`config.mk`:
```
export PLATFORM = sky130hd
export DESIGN_NAME = priority_thread_scheduler
export DESIGN_NICKNAME = d
export VERILOG_FILES = /design/src/ptsch_pkg.sv /design/src/priority_thread_scheduler.sv /design/src/ptsch_ram.sv /design/src/ptsch_ctrl.sv /design/src/ptsch_dp.sv
export SDC_FILE = /design/constraint.sdc
export NUM_CORES = 1
export LEC_CHECK = 0
export BUFFER_PORTS_ARGS = -buffer_cell sky130_fd_sc_hd__clkbuf_2
export CAP_MARGIN = 20
export CORE_MARGIN = 1.5
export CORE_UTILIZATION = 35
export CTS_BUF_LIST = sky130_fd_sc_hd__clkbuf_4 sky130_fd_sc_hd__clkbuf_8
export CTS_CLUSTER_SIZE = 16
export DETAILED_ROUTE_END_ITERATION = 8
export GPL_ROUTABILITY_DRIVEN = 0
export MAX_ROUTING_LAYER = met4
export SLEW_MARGIN = 20
export SYNTH_ARGS = -nofsm -noshare
export SYNTH_HDL_FRONTEND = slang
export SYNTH_SLANG_ARGS = --single-unit
```
`constraint.sdc`:
```
create_clock -name clk -period 18.15 [get_ports clk]
set_input_delay 3.63 -clock clk [delete_from_list [all_inputs] [get_ports clk]]
set_output_delay 3.63 -clock clk [all_outputs]
set_load 0.03 [all_outputs]
```
`src/ptsch_pkg.sv`:
```
`timescale 1ns / 1ps
package ptsch_pkg;

  // event kinds
  localparam logic [2:0] FN_CREATE    = 3'd0;
  localparam logic [2:0] FN_ACTIVATE  = 3'd1;
  localparam logic [2:0] FN_TERMINATE = 3'd2;
  localparam logic [2:0] FN_SLEEP     = 3'd3;
  localparam logic [2:0] FN_TICK      = 3'd4;

  // result status codes
  localparam logic [1:0] RES_OK    = 2'd0;
  localparam logic [1:0] RES_PARAM = 2'd1;
  localparam logic [1:0] RES_ID    = 2'd2;
  localparam logic [1:0] RES_STATE = 2'd3;

  // per-thread state codes
  localparam logic [1:0] TS_DEAD    = 2'd0;
  localparam logic [1:0] TS_READY   = 2'd1;
  localparam logic [1:0] TS_RUNNING = 2'd2;
  localparam logic [1:0] TS_WAITING = 2'd3;

  // thread index source for the table port
  typedef enum logic [2:0] {
    SEL_ID   = 3'd0,
    SEL_CUR  = 3'd1,
    SEL_MADE = 3'd2,
    SEL_SCAN = 3'd3,
    SEL_POP  = 3'd4
  } sel_t;

  typedef struct packed {
    logic       load;
    sel_t       sel;
    logic       wr_status;
    logic [1:0] st_val;
    logic       wr_prio;
    logic       push;
    logic       make;
    logic       set_res;
    logic [1:0] res;
    logic       sleep_wr;
    logic       scan_init;
    logic       scan_rd;
    logic       scan_wr;
    logic       scan_next;
    logic       save_prio;
    logic       pop_rd;
    logic       set_cur;
    logic       cur_idle;
    logic       out_load;
  } cmd_t;

  typedef struct packed {
    logic [2:0] func;
    logic       id_bad;
    logic       id_zero;
    logic       cur_zero;
    logic       ticks_zero;
    logic       prio_zero;
    logic       table_full;
    logic [1:0] sel_state;
    logic       prio_gt;
    logic       any_q;
    logic       scan_last;
    logic       dec_zero;
    logic       woke;
    logic       out_free;
  } sts_t;

endpackage

```
`src/priority_thread_scheduler.sv`:
```
`timescale 1ns / 1ps
// Hardware thread scheduler with three FIFO ready queues (low, normal, high).
// Input channel in_*: one word per event (create, activate, terminate, sleep
// current thread, tick). Output channel out_*: exactly one word per event
// carrying status, the created index, the running thread and a switch flag.
// Events are handled one at a time; in_tready is high only while the
// sequencer waits for a new event, from the cycle after the result word is loaded.
// A rescheduling pass pops queue entries until it finds a ready thread, with
// stale entries costing a pop each, and runs the idle thread when the queues
// run dry. A tick walks threads 1..created-1 with an extra read step for each
// sleeping thread, since the sleep counters sit in a memory with registered read.
// Reset: thread 1 runs at normal priority, thread 0 is the idle thread,
// two threads exist, all queues are empty.
// Stall: the result sits in an output register; the next event is accepted
// while it waits, and its result is held back until the register is free.
module priority_thread_scheduler #(
  parameter int MAX_THREADS = 16,
  parameter int TICK_BITS   = 32
) (
  input  logic        clk,
  input  logic        rst_n,
  input  logic        in_tvalid,
  output logic        in_tready,
  input  logic [47:0] in_tdata,   // func[2:0], thread_id[6:3], prio[8:7], ticks[40:9]
  output logic        out_tvalid,
  input  logic        out_tready,
  output logic [15:0] out_tdata   // status[1:0], new_thread_id[5:2],
                                  // running_thread[9:6], switched[10]
);
  ptsch_pkg::cmd_t cmd;
  ptsch_pkg::sts_t sts;
  logic [1:0]      res_status;
  logic [3:0]      res_new_id, res_running;
  logic            res_switched;

  ptsch_ctrl u_ctrl (
    .clk       (clk),
    .rst_n     (rst_n),
    .in_tvalid (in_tvalid),
    .in_tready (in_tready),
    .sts       (sts),
    .cmd       (cmd)
  );

  ptsch_dp #(.MAX_THREADS(MAX_THREADS), .TICK_BITS(TICK_BITS)) u_dp (
    .clk          (clk),
    .rst_n        (rst_n),
    .in_func      (in_tdata[2:0]),
    .in_thread_id (in_tdata[6:3]),
    .in_prio      (in_tdata[8:7]),
    .in_ticks     (in_tdata[40:9]),
    .cmd          (cmd),
    .sts          (sts),
    .out_valid    (out_tvalid),
    .out_ready    (out_tready),
    .out_status   (res_status),
    .out_new_id   (res_new_id),
    .out_running  (res_running),
    .out_switched (res_switched)
  );

  // pack the result word
  assign out_tdata = {5'd0, res_switched, res_running, res_new_id, res_status};
endmodule

```
`src/ptsch_ram.sv`:
```
`timescale 1ns / 1ps
module ptsch_ram #(
  parameter int WIDTH = 8,
  parameter int DEPTH = 16
) (
  input  logic                     clk,
  input  logic                     we,
  input  logic [$clog2(DEPTH)-1:0] waddr,
  input  logic [WIDTH-1:0]         wdata,
  input  logic                     re,
  input  logic [$clog2(DEPTH)-1:0] raddr,
  output logic [WIDTH-1:0]         rdata
);
  logic [WIDTH-1:0] mem [DEPTH];

  // one write port, one registered read port
  always_ff @(posedge clk) begin
    if (we) begin
      mem[waddr] <= wdata;
    end
    if (re) begin
      rdata <= mem[raddr];
    end
  end
endmodule

```
`src/ptsch_ctrl.sv`:
```
`timescale 1ns / 1ps
module ptsch_ctrl (
  input  logic            clk,
  input  logic            rst_n,
  input  logic            in_tvalid,
  output logic            in_tready,
  input  ptsch_pkg::sts_t sts,
  output ptsch_pkg::cmd_t cmd
);
  typedef enum logic [8:0] {
    S_IDLE   = 9'b000000001,
    S_DISP   = 9'b000000010,
    S_ACTCMP = 9'b000000100,
    S_TRD    = 9'b000001000,
    S_TWR    = 9'b000010000,
    S_SCHED  = 9'b000100000,
    S_POP    = 9'b001000000,
    S_PCHK   = 9'b010000000,
    S_DONE   = 9'b100000000
  } state_t;

  state_t state_r, state_nxt;

  assign in_tready = (state_r == S_IDLE);

  always_ff @(posedge clk) begin
    if (!rst_n) begin
      state_r <= S_IDLE;
    end else begin
      state_r <= state_nxt;
    end
  end

  // sequencing of one event
  always_comb begin
    cmd       = '0;
    cmd.sel   = ptsch_pkg::SEL_ID;
    state_nxt = state_r;
    case (state_r)
      S_IDLE: begin
        if (in_tvalid) begin
          cmd.load  = 1'b1;
          state_nxt = S_DISP;
        end
      end
      S_DISP: begin
        state_nxt = S_DONE;
        case (sts.func)
          ptsch_pkg::FN_CREATE: begin
            cmd.sel = ptsch_pkg::SEL_MADE;
            if (sts.prio_zero || sts.table_full) begin
              cmd.set_res = 1'b1;
              cmd.res     = ptsch_pkg::RES_PARAM;
            end else begin
              cmd.wr_prio = 1'b1;
              cmd.make    = 1'b1;
            end
          end
          ptsch_pkg::FN_ACTIVATE: begin
            if (sts.id_bad) begin
              cmd.set_res = 1'b1;
              cmd.res     = ptsch_pkg::RES_ID;
            end else if (sts.id_zero || sts.sel_state != ptsch_pkg::TS_DEAD) begin
              cmd.set_res = 1'b1;
              cmd.res     = ptsch_pkg::RES_STATE;
            end else begin
              cmd.wr_status = 1'b1;
              cmd.st_val    = ptsch_pkg::TS_READY;
              cmd.push      = 1'b1;
              cmd.save_prio = 1'b1;
              state_nxt     = S_ACTCMP;
            end
          end
          ptsch_pkg::FN_TERMINATE: begin
            if (sts.id_bad) begin
              cmd.set_res = 1'b1;
              cmd.res     = ptsch_pkg::RES_ID;
            end else if (sts.sel_state == ptsch_pkg::TS_DEAD) begin
              cmd.set_res = 1'b1;
              cmd.res     = ptsch_pkg::RES_STATE;
            end else begin
              cmd.wr_status = 1'b1;
              cmd.st_val    = ptsch_pkg::TS_DEAD;
              state_nxt     = S_SCHED;
            end
          end
          ptsch_pkg::FN_SLEEP: begin
            cmd.sel = ptsch_pkg::SEL_CUR;
            if (sts.ticks_zero) begin
              cmd.set_res = 1'b1;
              cmd.res     = ptsch_pkg::RES_PARAM;
            end else if (sts.cur_zero) begin
              cmd.set_res = 1'b1;
              cmd.res     = ptsch_pkg::RES_STATE;
            end else begin
              cmd.sleep_wr  = 1'b1;
              cmd.wr_status = 1'b1;
              cmd.st_val    = ptsch_pkg::TS_WAITING;
              state_nxt     = S_SCHED;
            end
          end
          ptsch_pkg::FN_TICK: begin
            cmd.scan_init = 1'b1;
            state_nxt     = S_TRD;
          end
          default: begin
            cmd.set_res = 1'b1;
            cmd.res     = ptsch_pkg::RES_PARAM;
          end
        endcase
      end
      S_ACTCMP: begin
        cmd.sel   = ptsch_pkg::SEL_CUR;
        state_nxt = sts.prio_gt ? S_SCHED : S_DONE;
      end
      S_TRD: begin
        cmd.sel = ptsch_pkg::SEL_SCAN;
        if (sts.sel_state == ptsch_pkg::TS_WAITING) begin
          cmd.scan_rd = 1'b1;
          state_nxt   = S_TWR;
        end else if (sts.scan_last) begin
          state_nxt = sts.woke ? S_SCHED : S_DONE;
        end else begin
          cmd.scan_next = 1'b1;
        end
      end
      S_TWR: begin
        cmd.sel     = ptsch_pkg::SEL_SCAN;
        cmd.scan_wr = 1'b1;
        if (sts.dec_zero) begin
          cmd.wr_status = 1'b1;
          cmd.st_val    = ptsch_pkg::TS_READY;
          cmd.push      = 1'b1;
        end
        if (sts.scan_last) begin
          state_nxt = (sts.woke || sts.dec_zero) ? S_SCHED : S_DONE;
        end else begin
          cmd.scan_next = 1'b1;
          state_nxt     = S_TRD;
        end
      end
      S_SCHED: begin
        // running thread goes back to its queue
        cmd.sel = ptsch_pkg::SEL_CUR;
        if (!sts.cur_zero && sts.sel_state == ptsch_pkg::TS_RUNNING) begin
          cmd.wr_status = 1'b1;
          cmd.st_val    = ptsch_pkg::TS_READY;
          cmd.push      = 1'b1;
        end
        state_nxt = S_POP;
      end
      S_POP: begin
        if (sts.any_q) begin
          cmd.pop_rd = 1'b1;
          state_nxt  = S_PCHK;
        end else begin
          cmd.cur_idle = 1'b1;
          state_nxt    = S_DONE;
        end
      end
      S_PCHK: begin
        // stale entries are dropped
        cmd.sel = ptsch_pkg::SEL_POP;
        if (sts.sel_state == ptsch_pkg::TS_READY) begin
          cmd.wr_status = 1'b1;
          cmd.st_val    = ptsch_pkg::TS_RUNNING;
          cmd.set_cur   = 1'b1;
          state_nxt     = S_DONE;
        end else begin
          state_nxt = S_POP;
        end
      end
      S_DONE: begin
        if (sts.out_free) begin
          cmd.out_load = 1'b1;
          state_nxt    = S_IDLE;
        end
      end
      default: begin
        state_nxt = S_IDLE;
      end
    endcase
  end
endmodule

```
`src/ptsch_dp.sv`:
```
`timescale 1ns / 1ps
module ptsch_dp #(
  parameter int MAX_THREADS = 16,
  parameter int TICK_BITS   = 32
) (
  input  logic            clk,
  input  logic            rst_n,
  input  logic [2:0]      in_func,
  input  logic [3:0]      in_thread_id,
  input  logic [1:0]      in_prio,
  input  logic [31:0]     in_ticks,
  input  ptsch_pkg::cmd_t cmd,
  output ptsch_pkg::sts_t sts,
  output logic            out_valid,
  input  logic            out_ready,
  output logic [1:0]      out_status,
  output logic [3:0]      out_new_id,
  output logic [3:0]      out_running,
  output logic            out_switched
);
  localparam int TID_W = $clog2(MAX_THREADS);
  localparam int CNT_W = $clog2(MAX_THREADS + 1);
  localparam int QD    = 3 * MAX_THREADS;
  localparam int QA_W  = $clog2(QD);

  logic [2:0]           func_r;
  logic [3:0]           id_r;
  logic [1:0]           prio_in_r;
  logic [TICK_BITS-1:0] ticks_r;
  logic [TID_W-1:0]     cur_r, before_r, newid_r, scan_r;
  logic [CNT_W-1:0]     made_r;
  logic [1:0]           st_r [MAX_THREADS];
  logic [1:0]           pr_r [MAX_THREADS];
  logic [TID_W-1:0]     head_r [3];
  logic [TID_W-1:0]     tail_r [3];
  logic [CNT_W-1:0]     fill_r [3];
  logic                 woke_r;
  logic [1:0]           pid_r, res_r;
  logic                 out_valid_r, out_switched_r;
  logic [1:0]           out_status_r;
  logic [3:0]           out_new_id_r, out_running_r;

  logic [TID_W+3:0]     id_w;
  logic [TID_W-1:0]     sel;
  logic [1:0]           sel_state, sel_prio;
  logic [1:0]           pq, hq;
  logic                 push_ok, any_q;
  logic [TID_W-1:0]     q_rdata;
  logic [QA_W-1:0]      q_waddr, q_raddr;
  logic [TICK_BITS-1:0] s_rdata, s_wdata, dec;
  logic [TID_W-1:0]     s_waddr;

  // table port address
  assign id_w = (TID_W + 4)'(id_r);
  always_comb begin
    case (cmd.sel)
      ptsch_pkg::SEL_ID:   sel = id_w[TID_W-1:0];
      ptsch_pkg::SEL_CUR:  sel = cur_r;
      ptsch_pkg::SEL_MADE: sel = made_r[TID_W-1:0];
      ptsch_pkg::SEL_SCAN: sel = scan_r;
      ptsch_pkg::SEL_POP:  sel = q_rdata;
      default:             sel = cur_r;
    endcase
  end
  assign sel_state = st_r[sel];
  assign sel_prio  = pr_r[sel];

  // push target queue and highest non-empty queue
  assign pq      = (sel_prio == 2'd0) ? 2'd0 : sel_prio - 2'd1;
  assign push_ok = cmd.push && (sel_prio != 2'd0) &&
                   (fill_r[pq] != CNT_W'(MAX_THREADS));
  assign any_q   = (fill_r[0] != '0) || (fill_r[1] != '0) || (fill_r[2] != '0);
  assign hq      = (fill_r[2] != '0) ? 2'd2 : ((fill_r[1] != '0) ? 2'd1 : 2'd0);
  assign q_waddr = QA_W'(pq) * QA_W'(MAX_THREADS) + QA_W'(tail_r[pq]);
  assign q_raddr = QA_W'(hq) * QA_W'(MAX_THREADS) + QA_W'(head_r[hq]);

  ptsch_ram #(.WIDTH(TID_W), .DEPTH(QD)) u_ready_ram (
    .clk   (clk),
    .we    (push_ok),
    .waddr (q_waddr),
    .wdata (sel),
    .re    (cmd.pop_rd),
    .raddr (q_raddr),
    .rdata (q_rdata)
  );

  // sleep counters
  assign dec     = s_rdata - TICK_BITS'(1);
  assign s_waddr = cmd.sleep_wr ? cur_r : scan_r;
  assign s_wdata = cmd.sleep_wr ? ticks_r : dec;

  ptsch_ram #(.WIDTH(TICK_BITS), .DEPTH(MAX_THREADS)) u_sleep_ram (
    .clk   (clk),
    .we    (cmd.sleep_wr || cmd.scan_wr),
    .waddr (s_waddr),
    .wdata (s_wdata),
    .re    (cmd.scan_rd),
    .raddr (scan_r),
    .rdata (s_rdata)
  );

  // status to the controller
  always_comb begin
    sts            = '0;
    sts.func       = func_r;
    sts.id_bad     = 32'(id_r) >= 32'(made_r);
    sts.id_zero    = (id_r == 4'd0);
    sts.cur_zero   = (cur_r == '0);
    sts.ticks_zero = (ticks_r == '0);
    sts.prio_zero  = (prio_in_r == 2'd0);
    sts.table_full = (made_r >= CNT_W'(MAX_THREADS));
    sts.sel_state  = sel_state;
    sts.prio_gt    = (pid_r > sel_prio);
    sts.any_q      = any_q;
    sts.scan_last  = (CNT_W'(scan_r) + CNT_W'(1)) >= made_r;
    sts.dec_zero   = (dec == '0);
    sts.woke       = woke_r;
    sts.out_free   = !out_valid_r || out_ready;
  end

  // event payload and scratch registers
  always_ff @(posedge clk) begin
    if (cmd.load) begin
      func_r    <= in_func;
      id_r      <= in_thread_id;
      prio_in_r <= in_prio;
      ticks_r   <= TICK_BITS'(in_ticks);
      before_r  <= cur_r;
      res_r     <= ptsch_pkg::RES_OK;
      newid_r   <= '0;
      woke_r    <= 1'b0;
    end
    if (cmd.set_res) res_r <= cmd.res;
    if (cmd.make) newid_r <= sel;
    if (cmd.save_prio) pid_r <= sel_prio;
    if (cmd.scan_init) scan_r <= TID_W'(1);
    if (cmd.scan_next) scan_r <= scan_r + TID_W'(1);
    if (cmd.scan_wr && sts.dec_zero) woke_r <= 1'b1;
  end

  // thread table, queue pointers and running thread
  always_ff @(posedge clk) begin
    if (!rst_n) begin
      for (int k = 0; k < MAX_THREADS; k++) begin
        st_r[k] <= (k == 1) ? ptsch_pkg::TS_RUNNING : ptsch_pkg::TS_DEAD;
        pr_r[k] <= (k == 1) ? 2'd2 : 2'd0;
      end
      for (int q = 0; q < 3; q++) begin
        head_r[q] <= '0;
        tail_r[q] <= '0;
        fill_r[q] <= '0;
      end
      cur_r  <= TID_W'(1);
      made_r <= CNT_W'(2);
    end else begin
      if (cmd.wr_status) st_r[sel] <= cmd.st_val;
      if (cmd.wr_prio) pr_r[sel] <= prio_in_r;
      if (cmd.make) made_r <= made_r + CNT_W'(1);
      if (push_ok) begin
        tail_r[pq] <= (tail_r[pq] == TID_W'(MAX_THREADS - 1)) ? '0
                                                              : tail_r[pq] + TID_W'(1);
        fill_r[pq] <= fill_r[pq] + CNT_W'(1);
      end
      if (cmd.pop_rd) begin
        head_r[hq] <= (head_r[hq] == TID_W'(MAX_THREADS - 1)) ? '0
                                                              : head_r[hq] + TID_W'(1);
        fill_r[hq] <= fill_r[hq] - CNT_W'(1);
      end
      if (cmd.set_cur) cur_r <= sel;
      if (cmd.cur_idle) cur_r <= '0;
    end
  end

  // output word register
  always_ff @(posedge clk) begin
    if (!rst_n) begin
      out_valid_r <= 1'b0;
    end else if (cmd.out_load) begin
      out_valid_r <= 1'b1;
    end else if (out_ready) begin
      out_valid_r <= 1'b0;
    end
  end

  always_ff @(posedge clk) begin
    if (cmd.out_load) begin
      out_status_r   <= res_r;
      out_new_id_r   <= 4'(newid_r);
      out_running_r  <= 4'(cur_r);
      out_switched_r <= (cur_r != before_r);
    end
  end

  assign out_valid    = out_valid_r;
  assign out_status   = out_status_r;
  assign out_new_id   = out_new_id_r;
  assign out_running  = out_running_r;
  assign out_switched = out_switched_r;

  // idle thread never leaves the dead state
  a_idle_dead: assert property (@(posedge clk) disable iff (!rst_n)
    st_r[0] == ptsch_pkg::TS_DEAD)
    else $error("idle thread state changed");

  // a finished event leaves the running thread marked running
  a_cur_running: assert property (@(posedge clk) disable iff (!rst_n)
    cmd.out_load |=> (cur_r == '0 || st_r[cur_r] == ptsch_pkg::TS_RUNNING))
    else $error("running thread not marked running");

  // queue fill never exceeds capacity
  a_fill_cap: assert property (@(posedge clk) disable iff (!rst_n)
    fill_r[0] <= CNT_W'(MAX_THREADS) && fill_r[1] <= CNT_W'(MAX_THREADS) &&
    fill_r[2] <= CNT_W'(MAX_THREADS))
    else $error("queue overfilled");

  // thread count stays in range
  a_made_range: assert property (@(posedge clk) disable iff (!rst_n)
    made_r >= CNT_W'(2) && made_r <= CNT_W'(MAX_THREADS))
    else $error("thread count out of range");
endmodule

```
==> flow_metrics.env, run 1 <==
export IMPL_synth_area_leaders="edfxtp_1, mux4_2, nor2_1"
export IMPL_cp_max_fo=51
export IMPL_grt_pass1_wl_mm=141.8
export IMPL_synth_top_area_share_pct=69.51
export IMPL_clk_path_buf_depth=3
export IMPL_pre_cts_ws_ns=10.37
export IMPL_hold_worst_slack_ns=0.4235
export IMPL_wl_mm=95.45
export IMPL_min_path_type="flop to flop"
export IMPL_firstDrtPassIters=7
export IMPL_critical_path_required_ns=18.58
export IMPL_tritoncts="yes"
export IMPL_cts_setup_buffers=0
export IMPL_wl_per_cell_um=23.18
export IMPL_timing_final_crit_share_pct=43.71
export IMPL_ys_ff_latch=931
export IMPL_worst_endpoint_arrival_ns=8.37
export IMPL_syn_avg_cell_area_um2=16.45
export IMPL_setup_violations=0
export IMPL_cap_violations=0
export IMPL_chipWidth_um=338.3
export IMPL_mostFrequentLayoutCells="edfxtp_1, nor2_1, mux4_2"
export IMPL_path_class="flop to flop"
export IMPL_drive_gt1_share_pct=22.94
export IMPL_drc=0
export IMPL_die_area_um2=114500
export IMPL_synth_yosys_seq_area_share_pct=70.53
export IMPL_root_buffer="clkbuf_8"
export IMPL_area_growth_pct=12.90
export IMPL_nets=2581
export IMPL_worst_pin_slew_ns=1.126
export IMPL_ir_drop_mv=0.05953
export IMPL_power_density_nw_per_um2=98.74
export IMPL_synth_edff_count=911
export IMPL_cts_resized=0
export IMPL_synth_cell_type_count=89
export IMPL_crit_path_end_kind="flop"
export IMPL_ys_warn_count=0
export IMPL_setup_worst_path_start_class="flop"
export IMPL_p_leak_nw=14.09
export IMPL_grt_antenna_before_repair=3
export IMPL_cpLargestDelayFamily="simple AND/OR/NAND/NOR gates"
export IMPL_rrSetupSlack_ns=10.22
export IMPL_synthCells=2393
export IMPL_num_rows=122
export IMPL_synthFlopType="edfxtp_1"
export IMPL_netlist_area_um2=39350
export IMPL_rsz0062_at_grt="false"
export IMPL_fin_crit_ns=7.934
export IMPL_num_vias=22490
export IMPL_slew_headroom_pct=24.66
export IMPL_critPathMaxStageDelay_ns=0.98
export IMPL_clock_skew_final_ns=0.05700
export IMPL_drt_initial_drc_count=2457
export IMPL_hold_violations=0
export IMPL_crit_slowest_cell="nor4_1"
export IMPL_hold_buffers=0
export IMPL_synth_top_cell_by_area="edfxtp_1"
export IMPL_synth_async_reset_ratio_pct=0
export IMPL_outcome="complete, no violations"
export IMPL_routed_via_density=5.461
export IMPL_grt_use_total_pct=16.91
export IMPL_core_area_um2=111100
export IMPL_maxSlewViolCount=0
export IMPL_initial_core_util_pct=35.41
export IMPL_worst_slack_ns=10.22
export IMPL_fmax_ghz=0.1260
export IMPL_cp_cell_sequence="or3_1 > nor4_1 > a221o_1 > a221oi_4 > inv_2 > nand2_1 > a2111oi_2 > a41oi_1 > nand3_2 > inv_2 > a31o_2 > ha_1 > nand3_1 > a21oi_1 > a211oi_4 > nand3_1 > nor4_1"
export IMPL_path_clk_slew_ns=0.06
export IMPL_cts_htree_levels=4
export IMPL_detail_route_antenna_nets=0
export IMPL_grt_pass1_vias=22680
export IMPL_grt_max_degree=73
export IMPL_dp_hpwl_mm=55.35
export IMPL_die_y_um=338.3
export IMPL_path_buf_inv=2
export IMPL_ioPinCount=70
export IMPL_io_buffer_count=57
export IMPL_fin_setup_tns_ns=0
export IMPL_fillers=10090
export IMPL_final_common_cell="edfxtp_1"
export IMPL_insertion_delay_ns=0.85
export IMPL_fin_total_pwr_mw=4.387
export IMPL_cts_buffers_inserted=152
export IMPL_cts_sinks=931
export IMPL_grt_ovfl_total=0
## metrics by stage
step	area [um^2]	utilization, %	instances
finish	44430	39.98	4118
global route	44430	39.98	4118
CTS	44350	39.91	4110
detailed placement	41370	37.23	3841
global placement	41370	37.23	3841
floorplan	39370	-	2397
## synthesized netlist by cell type, types with 5 or more instances
| cell | n |
|---|---|
| a32oi_1 | 6 |
| xnor2_1 | 35 |
| ha_1 | 20 |
| buf_2 | 14 |
| buf_4 | 9 |
| o22ai_1 | 13 |
| inv_1 | 35 |
| xor2_1 | 16 |
| nor2_1 | 264 |
| and2_1 | 11 |
| a211oi_1 | 21 |
| mux2_2 | 10 |
| a21oi_1 | 73 |
| a211o_1 | 5 |
| nand2b_1 | 21 |
| nand3b_1 | 9 |
| o21ai_0 | 64 |
| or2_2 | 6 |
| nor2b_1 | 9 |
| mux4_2 | 198 |
| clkbuf_1 | 93 |
| and3_1 | 18 |
| buf_1 | 23 |
| nand2_1 | 140 |
| nand3_1 | 43 |
| a32o_1 | 6 |
| a31oi_1 | 30 |
| dfxtp_1 | 20 |
| mux2i_1 | 29 |
| nor4_1 | 34 |
| and4_1 | 6 |
| nor3_1 | 45 |
| nand4_1 | 18 |
| edfxtp_1 | 911 |
| or4_1 | 6 |
| o31ai_1 | 21 |
| or3_1 | 14 |
| a21o_1 | 7 |
## where the power goes
part | internal (mW) | switching [mW]
Sequential | 2.37 | 0.0154
Combinational | 0.0614 | 0.140
Clock | 0.951 | 0.854
## worst paths after layout
| kind | start | endpoint | depth (start not counted) |
|---|---|---|---|
| max | u_dp.func_r[2]$_DFFE_PP_ | u_dp.u_ready_ram.mem[35][1]$_DFFE_PP_ | 17 |
| min | u_dp.res_r[0]$_SDFFCE_PN0P_ | u_dp.out_status[0]$_DFFE_PP_ | 0 |
| max reg2reg | u_dp.func_r[2]$_DFFE_PP_ | u_dp.u_ready_ram.mem[35][1]$_DFFE_PP_ | 17 |
| min reg2reg | u_dp.res_r[0]$_SDFFCE_PN0P_ | u_dp.out_status[0]$_DFFE_PP_ | 0 |
## state kept, by name, indices dropped and copies added, names as in the netlist, 5 cells and up
| signal | flops |
|---|---|
| u_dp.st_r | 32 |
| u_dp.u_sleep_ram.rdata | 32 |
| u_ctrl.state_r | 9 |
| u_dp.ticks_r | 32 |
| u_dp.fill_r | 15 |
| u_dp.u_sleep_ram.mem | 512 |
| u_dp.made_r | 5 |
| u_dp.u_ready_ram.mem | 192 |
| u_dp.pr_r | 32 |
| u_dp.head_r | 12 |
| u_dp.tail_r | 12 |
## worst reg2reg max path, cell delays in order (launching register included)
cell and delay (ns):
edfxtp_1 0.64, or3_1 0.54, nor4_1 0.49, a221o_1 0.32, a221oi_4 0.10, inv_2 0.71, nand2_1 0.59, a2111oi_2 0.48
a41oi_1 0.24, nand3_2 0.44, inv_2 0.23, a31o_2 0.28, ha_1 0.20, nand3_1 0.11, a21oi_1 0.11, a211oi_4 0.44
nand3_1 0.64, nor4_1 0.99
## per-layer routing
metal	track usage, %	vias up	wire (um)
li1	-	9773	-
met3	2.993	181	6852
met5	-	-	0
met1	22.22	11550	40140
met4	5.120	0	2082
met2	26.82	987	46370
## area by class of cell
| cell class | instances | area (um^2) | area share [%] |
|---|---|---|---|
| inverters | 40 | 152.6 | 0.3436 |
| clock inverters | 78 | 590.6 | 1.329 |
| diodes | 6 | 15.01 | 0.03379 |
| flip-flops and latches | 931 | 27760 | 62.47 |
| repair buffers | 99 | 601.8 | 1.355 |
| well taps | 1488 | 1862 | 4.190 |
| clock buffers | 191 | 2391 | 5.381 |
| multi-input cells | 1285 | 11060 | 24.90 |
## kinds of logic (layout without fill, tap and decap cells)
kind of cell	count (synthesis)	count (layout)	share of synthesized area [%]
AOI/OAI and AO/OA	302	302	5.265
xor gates and xnor gates	51	51	1.135
adders and majority gates	20	20	0.6359
buffers and inverters	181	408	1.901
DFF	931	931	70.53
muxes	237	237	12.35
other	1	11	0.009529
and+or+nand+nor	670	670	8.168
No activity file was read; power rests on OpenSTA's default activity.
==> run 2, diff against run 1 <==
- clock period: 18.15 -> 8.3 ns (I/O delays scaled with it)
==> run 2 against run 1 <==
Clock skew fell by 0.012 ns; critical path depth rose by 3; largest power group unchanged; die area unchanged; critical endpoint is now u_dp.u_ready_ram.mem[19][0]$_DFFE_PP_; worst hold slack got worse by 0.018 ns; sequential cell count unchanged; sequential power is 120% higher; setup slack got worse by 9.4 ns; combinational power increased by 120%.
==> flow_metrics.env, run 2 (synthesis gave the netlist of run 1 again) <==
export IMPL_timing_final_crit_share_pct=89.59
export IMPL_dp_hpwl_mm=56.94
export IMPL_fmax_ghz=0.1345
export IMPL_grt_use_total_pct=17.18
export IMPL_power_frac_clock_pct=40.8
export IMPL_switching_share_pct=22.78
export IMPL_die_y_um=338.3
export IMPL_switchingPower_mw=2.175
export IMPL_pre_cts_ws_ns=0.9893
export IMPL_tritoncts="yes"
export IMPL_critical_path_required_ns=8.72
export IMPL_rrSetupSlack_ns=0.86
export IMPL_nets=2589
export IMPL_root_buffer="clkbuf_8"
export IMPL_grt_antenna_before_repair=1
export IMPL_hold_buffers=0
export IMPL_p_leak_nw=14.13
export IMPL_initial_core_util_pct=35.41
export IMPL_firstDrtPassIters=6
export IMPL_ioPinCount=70
export IMPL_internal_power_mw=7.374
export IMPL_mostFrequentLayoutCells="edfxtp_1, nor2_1, mux4_2"
export IMPL_drt_initial_drc_count=2644
export IMPL_path_clk_slew_ns=0.06
export IMPL_final_common_cell="edfxtp_1"
export IMPL_cts_sinks=931
export IMPL_slew_headroom_pct=25.22
export IMPL_cts_htree_levels=4
export IMPL_detail_route_antenna_nets=0
export IMPL_crit_path_end_kind="flop"
export IMPL_die_area_um2=114500
export IMPL_maxSlewViolCount=0
export IMPL_chipWidth_um=338.3
export IMPL_stdcell_area_um2=44450
export IMPL_cts_buffers_inserted=153
export IMPL_grt_ovfl_total=0
export IMPL_drive_gt1_share_pct=23.94
export IMPL_drc=0
export IMPL_cts_setup_buffers=0
export IMPL_grt_max_degree=77
export IMPL_worst_pin_slew_ns=1.122
export IMPL_grt_pass1_vias=22500
export IMPL_routed_via_density=5.480
export IMPL_comb_power_share_pct=4.7
export IMPL_rsz0062_at_grt="false"
export IMPL_insertion_delay_ns=0.81
export IMPL_worst_endpoint_arrival_ns=7.85
export IMPL_area_growth_pct=12.94
export IMPL_regMostFlops="u_dp.u_sleep_ram.mem"
export IMPL_num_rows=122
export IMPL_fin_crit_ns=7.436
export IMPL_core_area_um2=111100
export IMPL_clock_skew_final_ns=0.04493
export IMPL_power_density_nw_per_um2=214.9
export IMPL_post_dp_cell_area_um2=41420
export IMPL_cts_resized=0
export IMPL_largest_registers="u_dp.u_sleep_ram.mem x512, u_dp.u_ready_ram.mem x192"
export IMPL_cp_cell_sequence="nand2b_1 > and2_1 > a221oi_2 > a211o_1 > nand2_8 > inv_4 > a32o_1 > o22a_1 > nand2_1 > buf_4 > mux2_2 > or2_2 > and2_1 > inv_1 > ha_1 > nand3_1 > a21oi_1 > a211oi_4 > nand3_1 > nor4_1"
export IMPL_fin_setup_tns_ns=0
export IMPL_setup_worst_path_start_class="flop"
export IMPL_min_path_type="flop to flop"
export IMPL_largest_register_ffs=512
export IMPL_hold_worst_slack_ns=0.4051
export IMPL_power_frac_seq_pct=54.5
export IMPL_grt_pass1_wl_mm=144.4
export IMPL_num_vias=22560
export IMPL_cp_max_fo=66
export IMPL_wl_per_cell_um=23.41
export IMPL_path_class="flop to flop"
export IMPL_wl_mm=96.39
export IMPL_io_buffer_count=57
export IMPL_ir_drop_mv=0.1082
export IMPL_hold_violations=0
export IMPL_crit_slowest_cell="nor4_1"
export IMPL_cap_violations=0
export IMPL_clk_path_buf_depth=3
export IMPL_critPathMaxStageDelay_ns=0.92
export IMPL_outcome="complete, no violations"
export IMPL_worst_slack_ns=0.8643
export IMPL_setup_violations=0
run 2: layout make-up:
type	instances	area (um^2)
antenna	2	5.005
clock buffer	214	2595
clock inverter	51	341.6
fill	10150	66680
inverter	40	153.9
multi-input combinational	1285	11070
sequential	931	27760
tap	1488	1862
timing repair buffer	106	660.6
run 2: critical path, delay by kind of cell, from the launching register on:
kind | cells | cell delay (ns)
AOI/OAI and AO/OA | 6 | 2.35
adders and majority gates | 1 | 0.21
buffers and inverters | 3 | 0.84
DFF | 1 | 0.58
muxes | 1 | 0.24
and+or+nand+nor | 9 | 2.76
run 2: per-layer routing:
metal / global-route usage (%) / vias to the layer above / wire, um
li1: - / 9785 / -
met1: 23.03 / 11580 / 40590
met2: 26.72 / 1042 / 46280
met3: 3.133 / 151 / 7596
met4: 5.082 / 0 / 1918
met5: - / - / 0
run 2: power by group through the flow:
stage | Sequential (mW) | Combinational (mW) | Clock [mW]
after CTS | 5.21 | 0.444 | 3.97
after global routing | 5.21 | 0.486 | 4.19
after floorplan | 5.28 | 0.309 | 0
final | 5.21 | 0.449 | 3.89
after detailed placement | 5.30 | 0.442 | 0
after global placement | 5.30 | 0.433 | 0
run 2: final timing paths:
path                                from                                     to  cells past startpoint
max             u_dp.func_r[0]$_DFFE_PP_  u_dp.u_ready_ram.mem[19][0]$_DFFE_PP_                     20
min reg2reg  u_dp.res_r[0]$_SDFFCE_PN0P_           u_dp.out_status[0]$_DFFE_PP_                      0
min          u_dp.res_r[0]$_SDFFCE_PN0P_           u_dp.out_status[0]$_DFFE_PP_                      0
max reg2reg     u_dp.func_r[0]$_DFFE_PP_  u_dp.u_ready_ram.mem[19][0]$_DFFE_PP_                     20
run 2: stage by stage:
| step | power (mW) | utilization, % | cells |
|---|---|---|---|
| final | 9.550 | 40.00 | 4117 |
| after global routing | 9.886 | 40.00 | 4117 |
| after CTS | 9.625 | 39.92 | 4113 |
| after detailed placement | 5.745 | 37.27 | 3848 |
| after global placement | 5.735 | 37.27 | 3848 |
| after floorplan | 5.592 | - | 2397 |
==> run 3, diff against run 2 <==
- CORE_ASPECT_RATIO: unset -> 0.6
- clock period: 8.3 -> 7.7 ns (I/O delays scaled with it)
==> run 3 against run 2 <==
Design area decreased by 0.26%; setup slack got worse by 0.30 ns; first-iteration DRC count up 24%; combinational power increased by 13%; largest power group unchanged.
==> flow_metrics.env, run 3 (synthesis gave the netlist of run 1 again) <==
export IMPL_cp_max_fo=66
export IMPL_crit_start="u_dp.func_r[0]$_DFFE_PP_"
export IMPL_largest_registers="u_dp.u_sleep_ram.mem x512, u_dp.u_ready_ram.mem x192"
export IMPL_grt_pass1_vias=22780
export IMPL_critical_path_required_ns=8.20
export IMPL_path_clk_slew_ns=0.07
export IMPL_insertion_delay_ns=0.86
export IMPL_setup_violations=0
export IMPL_ir_drop_mv=0.1620
export IMPL_final_common_cell="edfxtp_1"
export IMPL_grt_ovfl_total=0
export IMPL_num_vias=23280
export IMPL_num_rows=95
export IMPL_regMostFlops="u_dp.u_sleep_ram.mem"
export IMPL_root_buffer="clkbuf_8"
export IMPL_mostFrequentLayoutCells="edfxtp_1, nor2_1, mux4_2"
export IMPL_largest_register_ffs=512
export IMPL_critPathCapture="u_dp.fill_r[1][4]$_SDFFCE_PN0P_"
export IMPL_core_area_um2=111700
export IMPL_hold_violations=0
export IMPL_cts_buffers_inserted=137
export IMPL_fmax_ghz=0.1402
export IMPL_drc=0
export IMPL_hold_start="u_dp.newid_r[1]$_SDFFCE_PN0P_"
export IMPL_clk_path_buf_depth=3
export IMPL_cts_sinks=931
export IMPL_fin_crit_ns=7.131
export IMPL_final_util_pct=39.68
export IMPL_grt_pass1_wl_mm=150.6
export IMPL_outcome="complete, no violations"
export IMPL_p_leak_nw=14.05
export IMPL_cts_htree_levels=4
export IMPL_maxSlewViolCount=0
export IMPL_dp_cells=3878
export IMPL_io_buffer_count=57
export IMPL_grt_max_degree=135
export IMPL_rr_endpoint="u_dp.fill_r[1][4]$_SDFFCE_PN0P_"
export IMPL_slew_headroom_pct=21.34
export IMPL_die_y_um=262.7
export IMPL_rrSetupSlack_ns=0.57
export IMPL_nets=2589
export IMPL_power_density_nw_per_um2=226.2
export IMPL_worst_pin_slew_ns=1.165
export IMPL_internal_power_mw=7.700
export IMPL_worst_endpoint_arrival_ns=7.63
export IMPL_ioPinCount=70
export IMPL_firstDrtPassIters=7
export IMPL_rr_worst_depth=19
export IMPL_detail_route_antenna_nets=0
export IMPL_wl_mm=102.7
export IMPL_finalNonFillerCells=4124
export IMPL_grt_use_total_pct=18.29
export IMPL_dp_hpwl_mm=63.96
export IMPL_switchingPower_mw=2.329
export IMPL_comb_power_share_pct=5.1
export IMPL_wl_per_cell_um=24.90
export IMPL_clock_skew_final_ns=0.05002
export IMPL_min_path_type="flop to flop"
export IMPL_fin_setup_tns_ns=0
export IMPL_rsz0062_at_grt="false"
export IMPL_drive_gt1_share_pct=23.99
export IMPL_path_class="flop to flop"
export IMPL_power_frac_clock_pct=39.0
export IMPL_routed_via_density=5.644
export IMPL_drt_initial_drc_count=3291
export IMPL_fin_total_pwr_mw=10.03
export IMPL_timing_final_crit_share_pct=92.61
export IMPL_grt_antenna_before_repair=2
export IMPL_area_growth_pct=12.64
export IMPL_timing_rr_start="u_dp.func_r[0]$_DFFE_PP_"
export IMPL_cts_resized=0
export IMPL_hold_path_depth=0
export IMPL_die_area_um2=114500
export IMPL_tritoncts="yes"
export IMPL_hold_buffers=0
export IMPL_crit_path_end_kind="flop"
export IMPL_power_frac_seq_pct=55.9
export IMPL_setup_worst_path_start_class="flop"
export IMPL_cts_setup_buffers=0
export IMPL_chipWidth_um=435.9
export IMPL_switching_share_pct=23.22
export IMPL_initial_core_util_pct=35.22
export IMPL_cap_violations=0
## run 3: worst min path at each step
stage               slack (ns)                            to
floorplan                 0.40  u_dp.out_new_id[0]$_DFFE_PP_
global placement          0.42  u_dp.out_new_id[2]$_DFFE_PP_
detailed placement        0.42  u_dp.out_new_id[1]$_DFFE_PP_
CTS                       0.43  u_dp.out_new_id[1]$_DFFE_PP_
global route              0.44  u_dp.out_new_id[2]$_DFFE_PP_
finish                    0.43  u_dp.out_new_id[1]$_DFFE_PP_
## run 3: critical path, cell delays in order, from the launching register on
cell and delay (ns):
edfxtp_1 0.55, nand2b_1 0.31, and2_1 0.21, a221oi_2 0.72, a211o_1 0.60, nand2_8 0.22
inv_4 0.58, a2111oi_2 0.06, a41oi_1 0.90, nand3_2 0.20, buf_4 0.26, inv_2 0.26
a31o_2 0.27, ha_1 0.18, nand3_1 0.11, a21oi_1 0.26, a211oi_4 0.06, buf_4 0.18
a21boi_0 0.51, nand2_1 0.30
## run 3: layout make-up
cell class / instances / area (um^2)
Multi-Input combinational cell: 1285 / 11120
Inverter: 40 / 155.1
Fill cell: 10090 / 67400
Timing Repair Buffer: 122 / 802.0
Tap cell: 1503 / 1881
Sequential cell: 931 / 27760
Antenna cell: 3 / 7.507
Clock inverter: 58 / 369.1
Clock buffer: 182 / 2242
## run 3: layer usage
layer / GRT usage (%) / wire length [um]
met2: 23.36 / 41590
met5: - / 0
met4: 5.217 / 1918
met1: 28.23 / 47420
met3: 4.598 / 11770
## run 3: stage by stage
| stage | hold slack (ns) | setup slack, ns | area [um^2] |
|---|---|---|---|
| 5_1_grt | 0.4413 | 0.2824 | 44330 |
| 6_report | 0.4305 | 0.5692 | 44330 |
| 3_3_place_gp | 0.4193 | 1.117 | 41580 |
| 3_5_place_dp | 0.4183 | 0.8630 | 41590 |
| 2_1_floorplan | 0.4003 | 1.967 | 39370 |
| 4_1_cts | 0.4317 | 0.8479 | 44200 |
## run 3: power by group through the flow
stage	sequential [mW]	clock [mW]	combinational (mW)
2_1_floorplan	5.70	0	0.333
3_5_place_dp	5.71	0	0.492
3_3_place_gp	5.71	0	0.479
5_1_grt	5.61	4.22	0.542
4_1_cts	5.61	3.99	0.494
6_report	5.61	3.91	0.509
